### config.mk
export PLATFORM = sky130hd
export DESIGN_NAME = tbb_merge
export DESIGN_NICKNAME = d
export VERILOG_FILES = /design/src/hw/rtl/tbb_pkg.sv /design/src/hw/rtl/tbb_merge.sv
export SDC_FILE = /design/constraint.sdc
export NUM_CORES = 1
export LEC_CHECK = 0
export BUFFER_PORTS_ARGS = -buffer_cell sky130_fd_sc_hd__buf_2
export CELL_PAD_IN_SITES_DETAIL_PLACEMENT = 0
export CELL_PAD_IN_SITES_GLOBAL_PLACEMENT = 1
export CORE_AREA = 4 4 364 366
export CTS_BUF_LIST = sky130_fd_sc_hd__clkbuf_4 sky130_fd_sc_hd__clkbuf_8 sky130_fd_sc_hd__clkbuf_16
export DETAILED_ROUTE_END_ITERATION = 8
export DIE_AREA = 0 0 368 370
export GPL_TIMING_DRIVEN = 1
export PLACE_DENSITY = 0.59
export SYNTH_ARGS = -nofsm -noshare
export SYNTH_HDL_FRONTEND = slang
export SYNTH_SLANG_ARGS = --single-unit
### constraint.sdc
create_clock -name clock -period 6.68 [get_ports clock]
set_clock_uncertainty 0.1 [all_clocks]
set_input_delay 1.336 -clock clock [delete_from_list [all_inputs] [get_ports clock]]
set_output_delay 1.336 -clock clock [all_outputs]
set_load 0.03 [all_outputs]
### src/hw/rtl/tbb_pkg.sv
// Shared types and constants for the transformed box bounds block.
// Used by the lane, merge and top-level modules. No dependencies.
package tbb_pkg;

   localparam int FRAC_SHIFT      = 12;
   localparam int COEFF_REG_WIDTH = 48;
   localparam int SHIFT_REG_WIDTH = 32;
   localparam int CSR_DATA_WIDTH  = 48;
   localparam int CSR_INDEX_WIDTH = 3;
   localparam int NUM_AXES        = 3;
   localparam int UNITY_COEFF     = 4096;

   typedef enum logic [CSR_INDEX_WIDTH-1:0] {
      REG_ROW_X   = 3'd0,
      REG_ROW_Y   = 3'd1,
      REG_ROW_Z   = 3'd2,
      REG_SHIFT_X = 3'd3,
      REG_SHIFT_Y = 3'd4,
      REG_SHIFT_Z = 3'd5
   } csr_index_type;

   // per-stage load enables of the pipeline
   typedef struct packed {
      logic s1;
      logic s2;
      logic s3;
   } stage_en_type;

endpackage

### src/hw/rtl/tbb_merge.sv
// Merge stage: sums the per-lane extreme terms with the translation of each
// output axis and saturates to COORD_WIDTH. Uses tbb_pkg.
module tbb_merge
   import tbb_pkg::*;
#(
   parameter int COORD_WIDTH = 32,
   parameter int COEFF_WIDTH = 16
) (
   input  logic         clock,
   input  stage_en_type stage_en,
   input  logic signed [COORD_WIDTH+COEFF_WIDTH-FRAC_SHIFT-1:0]
                        term_min [NUM_AXES][NUM_AXES],
   input  logic signed [COORD_WIDTH+COEFF_WIDTH-FRAC_SHIFT-1:0]
                        term_max [NUM_AXES][NUM_AXES],
   input  logic signed [COORD_WIDTH-1:0] shift [NUM_AXES],
   output logic signed [COORD_WIDTH-1:0] bound_lo [NUM_AXES],
   output logic signed [COORD_WIDTH-1:0] bound_hi [NUM_AXES]
);

   localparam int TW = COORD_WIDTH + COEFF_WIDTH - FRAC_SHIFT;
   localparam int SW = ((TW > COORD_WIDTH) ? TW : COORD_WIDTH) + 2;

   localparam logic [COORD_WIDTH-1:0] SAT_MAX = {1'b0, {(COORD_WIDTH-1){1'b1}}};
   localparam logic [COORD_WIDTH-1:0] SAT_MIN = {1'b1, {(COORD_WIDTH-1){1'b0}}};

   logic signed [SW-1:0]          sum_lo [NUM_AXES];
   logic signed [SW-1:0]          sum_hi [NUM_AXES];
   logic signed [COORD_WIDTH-1:0] lo_in [NUM_AXES];
   logic signed [COORD_WIDTH-1:0] hi_in [NUM_AXES];
   logic signed [COORD_WIDTH-1:0] lo_ff [NUM_AXES];
   logic signed [COORD_WIDTH-1:0] hi_ff [NUM_AXES];

   function automatic logic [COORD_WIDTH-1:0] saturate(input logic [SW-1:0] v);
      logic fits;
      fits = (&v[SW-1:COORD_WIDTH-1]) || !(|v[SW-1:COORD_WIDTH-1]);
      if (fits)
         return v[COORD_WIDTH-1:0];
      else if (v[SW-1])
         return SAT_MIN;
      else
         return SAT_MAX;
   endfunction

   // lane index first, output axis second
   always_comb begin
      for (int a = 0; a < NUM_AXES; a++) begin
         sum_lo[a] = {{(SW-COORD_WIDTH){shift[a][COORD_WIDTH-1]}}, shift[a]};
         sum_hi[a] = sum_lo[a];
         for (int k = 0; k < NUM_AXES; k++) begin
            sum_lo[a] = sum_lo[a] + {{(SW-TW){term_min[k][a][TW-1]}}, term_min[k][a]};
            sum_hi[a] = sum_hi[a] + {{(SW-TW){term_max[k][a][TW-1]}}, term_max[k][a]};
         end
         lo_in[a] = saturate(sum_lo[a]);
         hi_in[a] = saturate(sum_hi[a]);
      end
   end

   always_ff @(posedge clock) begin
      if (stage_en.s3) begin
         lo_ff <= lo_in;
         hi_ff <= hi_in;
      end
   end

   assign bound_lo = lo_ff;
   assign bound_hi = hi_ff;

endmodule

==> results of run 1 <==
cell families (layout without fill, tap and decap cells):
| family | Yosys count | after routing | synth area share |
|---|---|---|---|
| AND/OR/NAND/NOR | 560 | 560 | 0.0866 |
| XOR/XNOR | 195 | 195 | 0.0532 |
| buffers and inverters | 1201 | 2125 | 0.141 |
| other | 0 | 4 | 0 |
| flip-flops | 192 | 192 | 0.180 |
| multiplexers | 6 | 6 | 0.00195 |
| AO/OA/AOI/OAI | 865 | 865 | 0.177 |
| adder cells (fa/ha/maj) | 660 | 660 | 0.360 |
tightest hold or removal path: stages:
cell and delay [ps]:
buf_2 90, ha_1 140, o21a_1 120
synthesized netlist by cell type, types with 9 or more instances:
master / count / area [um^2]
a21o_1: 162 / 1220
nor2b_1: 17 / 106
inv_1: 1104 / 4140
a21boi_0: 16 / 120
or3_1: 20 / 125
nand2_1: 168 / 631
xnor2_1: 114 / 998
and2_1: 19 / 119
xor2_1: 81 / 709
buf_2: 12 / 60.1
fa_1: 438 / 8770
edfxtp_1: 192 / 5770
and4_1: 9 / 78.8
nor4_1: 11 / 68.8
nand2b_1: 11 / 68.8
and3_1: 21 / 131
ha_1: 222 / 2780
nand3_1: 77 / 385
a31o_2: 11 / 96.3
nor2_1: 103 / 387
a21oi_1: 220 / 1100
nand4_1: 45 / 282
a211oi_1: 35 / 263
o31ai_1: 13 / 97.6
nor3_1: 27 / 135
clkbuf_1: 82 / 308
o21ai_0: 159 / 796
o211ai_1: 17 / 128
o21a_1: 79 / 593
o21bai_1: 34 / 255
a31oi_1: 23 / 144
layout make-up:
class	instances	area (um^2)	share of cell area
multi-input combinational	2286	21800	0.550
timing repair buffer	989	5160	0.130
clock buffer	17	425	0.0107
sequential	192	5770	0.145
inverter	1104	4140	0.104
clock inverter	15	189	0.00476
tap	1742	2180	0.0549
antenna	4	10.0	0.000252
registers in the layout, indices dropped and copies added (netlist names):
| signal | count |
|---|---|
| bound_hi | 96 |
| bound_lo | 96 |
report_power, final:
| part | switching (mW) | internal [mW] | total (mW) |
|---|---|---|---|
| Combinational | 7.42 | 4.26 | 11.7 |
| Clock | 0.658 | 0.542 | 1.20 |
| Sequential | 0.286 | 2.39 | 2.68 |
| Total | 8.36 | 7.20 | 15.6 |
how the worst max path moves through the flow:
stage,slack (ps),cells after the start,end
6_report,660,17,bound_lo[81]
5_1_grt,430,18,bound_hi[39]
4_1_cts,670,17,bound_lo[81]
3_5_place_dp,80,17,bound_lo[90]
3_3_place_gp,180,17,bound_lo[90]
2_1_floorplan,720,17,bound_lo[75]
per-layer routing:
layer  up-vias  track usage  part of all wire
met4        10       0.0452             0.022
li1      13600            -                 -
met2       816        0.342              0.50
met5         -            0           0.00040
met1     14000        0.247              0.43
met3        86       0.0328             0.053
==> impl_metrics.py, run 1 <==
metrics = {
    "timing": {
        "rsz0062_at_grt": "false",
        "fin_crit_ps": 6020,
        "slew_headroom": 0.274,
        "fin_ws_ps": 663,
        "fmax_ghz": 0.166,
        "tns_ps": 0,
        "min_period_over_period": 0.901,
        "worst_slew_pin_slew_ps": 1070,
        "slew_violations": 0,
        "hold_viol": 0,
        "holdWs_ps": 1180,
        "setup_violations": 0,
    },
    "critical_path": {
        "path_delay_family": "compound AO/OA/AOI/OAI gates",
        "cp-end-kind": "register",
        "required_ps": 6810,
        "critical_path_class": "in2reg",
        "worstSetupStartpoint": "term_min[73]",
        "critPathBufInv": 3,
        "cp.arrival_ps": 6150,
        "slowest_stage": "fa_1",
        "cpMostUsedCell": "fa_1",
        "critPathMaxStageDelay_ps": 590,
        "start_kind": "primary input",
        "cp_max_fo": 8,
        "crit_chain": "buf_2, inv_1, fa_1, inv_1, fa_1, ha_1, fa_1, a21o_1, a31o_2, a211oi_1, a21boi_0, o2111a_1, or2_2, o311ai_2, o211ai_1, nor2_1, a211oi_1",
    },
    "flow_run": {
        "drv_cap": 0,
    },
    "synthesis": {
        "yosysWarningCount": 0,
        "seq_area_frac_synth": 0.180,
        "syn_inst": 3679,
        "synth-seq-cells": 192,
        "synth_edf_count": 192,
        "synth_cell_types": 82,
        "synth_top_flop_cell": "edfxtp_1",
        "synthesis.area_mm2": 0.0321,
        "synthArstFlopShare": 0,
        "syn_nets": 5087,
        "syn_avg_cell_area_um2": 8.72,
    },
    "global_route": {
        "first_global_vias": 29900,
        "grt_start_max_net_pins": 105,
        "grt_pass1_wl_mm": 195,
        "grt_use_total": 0.194,
        "overflow": 0,
        "antenna_found_initial": 10,
    },
    "routing": {
        "drc": 0,
        "final_antenna_net_count": 0,
        "vias_per_cell": 4.50,
        "wl_per_cell_um": 21.3,
        "totalWireLength_mm": 135,
        "vias": 28600,
        "drtIter0Drc": 1714,
        "drt_pass1_iterations": 5,
    },
    "place": {
        "hpwl_mm": 121,
        "place_area_mm2": 0.0391,
        "dp.cells": 6313,
        "io_buffers": 937,
        "dpl_worst_slack_ps": 80.2,
        "place_congestion": 0.939,
    },
    "clock_network": {
        "clk_path_buf_depth": 2,
        "postCtsHoldBufs": 0,
        "tritoncts": "done",
        "clkSlewWorstSetupHoldPaths_ps": 90,
        "cts_resized": 0,
        "cts_root_buffer": "clkbuf_16",
        "postCtsSetupBuffers": 0,
        "numCtsBuffers": 17,
        "cts.sink_count": 192,
        "htree_levels": 4,
    },
    "power_and_ir_drop": {
        "power.density_mw_per_mm2": 392,
        "ir_drop_v": 0.000198,
        "finalPower_mw": 15.6,
        "power_leakage_nw": 21.1,
    },
    "finish": {
        "stdcell_area_mm2": 0.0397,
        "final_cell_mix": "inv_1 (1104), buf_2 (936), fa_1 (438), ha_1 (222), a21oi_1 (219)",
        "layout_commonest_cell": "inv_1",
        "drive_gt1_frac": 0.230,
        "finish.utilization": 0.307,
        "fin_nets": 5998,
        "fill_cells": 14100,
        "area_growth_pct": 23.7,
        "stdcell_count": 6349,
    },
    "worst_hold_path": {
        "min_delay_path_depth": 3,
        "hold_class": "in2reg",
        "min_from": "shift[0]",
        "min_to": "bound_hi[0]",
    },
    "status": {
        "run_status": "finished, final reports clean",
    },
    "floorplanning": {
        "fp.dieW_um": 368,
        "core_region_area_mm2": 0.129,
        "die_area_mm2": 0.136,
        "ios": 940,
        "fp.dieH_um": 370,
        "start_util": 0.249,
        "rows": 132,
    },
}
Note: power is estimated with default switching activity, not from simulation.
==> inputs of run 2 (changes only) <==
--- a/config.mk
+++ b/config.mk
@@ -9,7 +9,7 @@
 export CELL_PAD_IN_SITES_DETAIL_PLACEMENT = 0
 export CELL_PAD_IN_SITES_GLOBAL_PLACEMENT = 1
 export CORE_AREA = 4 4 364 366
-export CTS_BUF_LIST = sky130_fd_sc_hd__clkbuf_4 sky130_fd_sc_hd__clkbuf_8 sky130_fd_sc_hd__clkbuf_16
+export CTS_BUF_LIST = sky130_fd_sc_hd__clkbuf_8
 export DETAILED_ROUTE_END_ITERATION = 8
 export DIE_AREA = 0 0 368 370
 export GPL_TIMING_DRIVEN = 1
==> impl_metrics.py, run 2 (synthesized netlist as in run 1, its figures left out) <==
metrics = {
    "timing": {
        "setup_violations": 0,
        "slew_violations": 0,
        "min_period_over_period": 0.887,
        "fin_crit_ps": 5930,
        "fin_ws_ps": 752,
        "rsz0062_at_grt": "false",
        "tns_ps": 0,
        "slew_headroom": 0.273,
        "worst_slew_pin_slew_ps": 1070,
        "hold_viol": 0,
        "fmax_ghz": 0.169,
    },
    "routing": {
        "vias": 28600,
        "totalWireLength_mm": 135,
        "wl_per_cell_um": 21.3,
        "drt_pass1_iterations": 7,
        "drc": 0,
        "drtIter0Drc": 1734,
        "vias_per_cell": 4.51,
        "final_antenna_net_count": 0,
    },
    "global_route": {
        "first_global_vias": 29900,
        "overflow": 0,
        "grt_start_max_net_pins": 105,
        "grt_pass1_wl_mm": 195,
        "grt_use_total": 0.194,
        "antenna_found_initial": 10,
    },
    "critical_path": {
        "critical_path_class": "in2reg",
        "required_ps": 6920,
        "worstSetupStartpoint": "term_min[73]",
        "slowest_stage": "fa_1",
        "cp.arrival_ps": 6160,
        "start_kind": "primary input",
        "cpMostUsedCell": "fa_1",
        "crit_chain": "buf_2, inv_1, fa_1, inv_1, fa_1, ha_1, fa_1, a21o_1, a31o_2, a211oi_1, a21boi_0, o2111a_1, or2_2, o311ai_2, o211ai_1, nor2_1, a211oi_1",
        "cp-end-kind": "register",
        "critPathMaxStageDelay_ps": 590,
        "cp_max_fo": 8,
    },
    "finish": {
        "finish.utilization": 0.306,
        "stdcell_area_mm2": 0.0395,
        "drive_gt1_frac": 0.230,
        "fin_nets": 5998,
        "layout_commonest_cell": "inv_1",
        "final_cell_mix": "inv_1 (1104), buf_2 (936), fa_1 (438), ha_1 (222), a21oi_1 (219)",
        "area_growth_pct": 23.1,
    },
    "flow_run": {
        "drv_cap": 0,
    },
    "clock_network": {
        "cts_root_buffer": "clkbuf_8",
        "postCtsSetupBuffers": 0,
        "cts_resized": 0,
        "cts.sink_count": 192,
        "clkSlewWorstSetupHoldPaths_ps": 130,
        "postCtsHoldBufs": 0,
        "tritoncts": "done",
        "clk_path_buf_depth": 2,
        "htree_levels": 4,
        "numCtsBuffers": 17,
    },
    "worst_hold_path": {
        "min_from": "shift[0]",
        "hold_class": "in2reg",
        "min_to": "bound_hi[0]",
        "min_delay_path_depth": 3,
    },
    "floorplanning": {
        "rows": 132,
        "core_region_area_mm2": 0.129,
        "start_util": 0.249,
        "fp.dieW_um": 368,
        "fp.dieH_um": 370,
        "die_area_mm2": 0.136,
        "ios": 940,
    },
    "power_and_ir_drop": {
        "power_leakage_nw": 21.0,
        "power.density_mw_per_mm2": 387,
        "ir_drop_v": 0.000194,
    },
    "place": {
        "place_congestion": 0.939,
        "dpl_worst_slack_ps": 80.2,
        "place_area_mm2": 0.0391,
        "hpwl_mm": 121,
        "io_buffers": 937,
    },
    "status": {
        "run_status": "finished, final reports clean",
    },
}
-- run 2: cell types whose count changed in the layout (fill, tap and decap cells not counted), sizes merged --
cell | previous run | this run
diode | 4 | 5
-- run 2: through the flow --
stage | total power, mW | std cells | hold WS, ps
CTS | 15.5 | 6345 | 1010
floorplan | 10.3 | 3679 | 1350
finish | 15.3 | 6350 | 1090
detailed placement | 14.4 | 6313 | 1720
global placement | 14.4 | 6313 | 1720
global route | 16.5 | 6345 | 1060
-- run 2: final cells by class --
class / instances / area [um^2]
Sequential cell: 192 / 5770
Clock buffer: 17 / 234
Fill cell: 14200 / 89600
Antenna cell: 5 / 12.5
Inverter: 1104 / 4140
Clock inverter: 15 / 189
Multi-Input combinational cell: 2286 / 21800
Tap cell: 1742 / 2180
Timing Repair Buffer: 989 / 5160
-- run 2: power breakdown --
| part | internal [mW] | switching (mW) | leakage (nW) |
|---|---|---|---|
| Sequential | 2.39 | 0.282 | 1.88 |
| Clock | 0.320 | 0.629 | 0.209 |
| Combinational | 4.26 | 7.42 | 18.9 |
-- run 2: worst max path at each step --
stage	slack [ps]	to	cells after the start
floorplan	720	bound_lo[75]	17
global placement	180	bound_lo[90]	17
detailed placement	80	bound_lo[90]	17
CTS	810	bound_lo[81]	17
global route	560	bound_hi[39]	18
finish	750	bound_lo[81]	17
-- run 2: per-layer routing --
layer  share of wire  up-vias  track usage
met5         0.00044        -            0
met3           0.053       81       0.0333
met2            0.50      816        0.342
met1            0.43    14100        0.247
met4           0.022       10       0.0456
li1                -    13600            -
-- run 2: worst max-delay path: cells and delay by family --
family	cells	cell delay, ps
AO/OA/AOI/OAI	8	2030
adder cells (fa/ha/maj)	4	1750
buffers and inverters	3	190
AND/OR/NAND/NOR	2	860
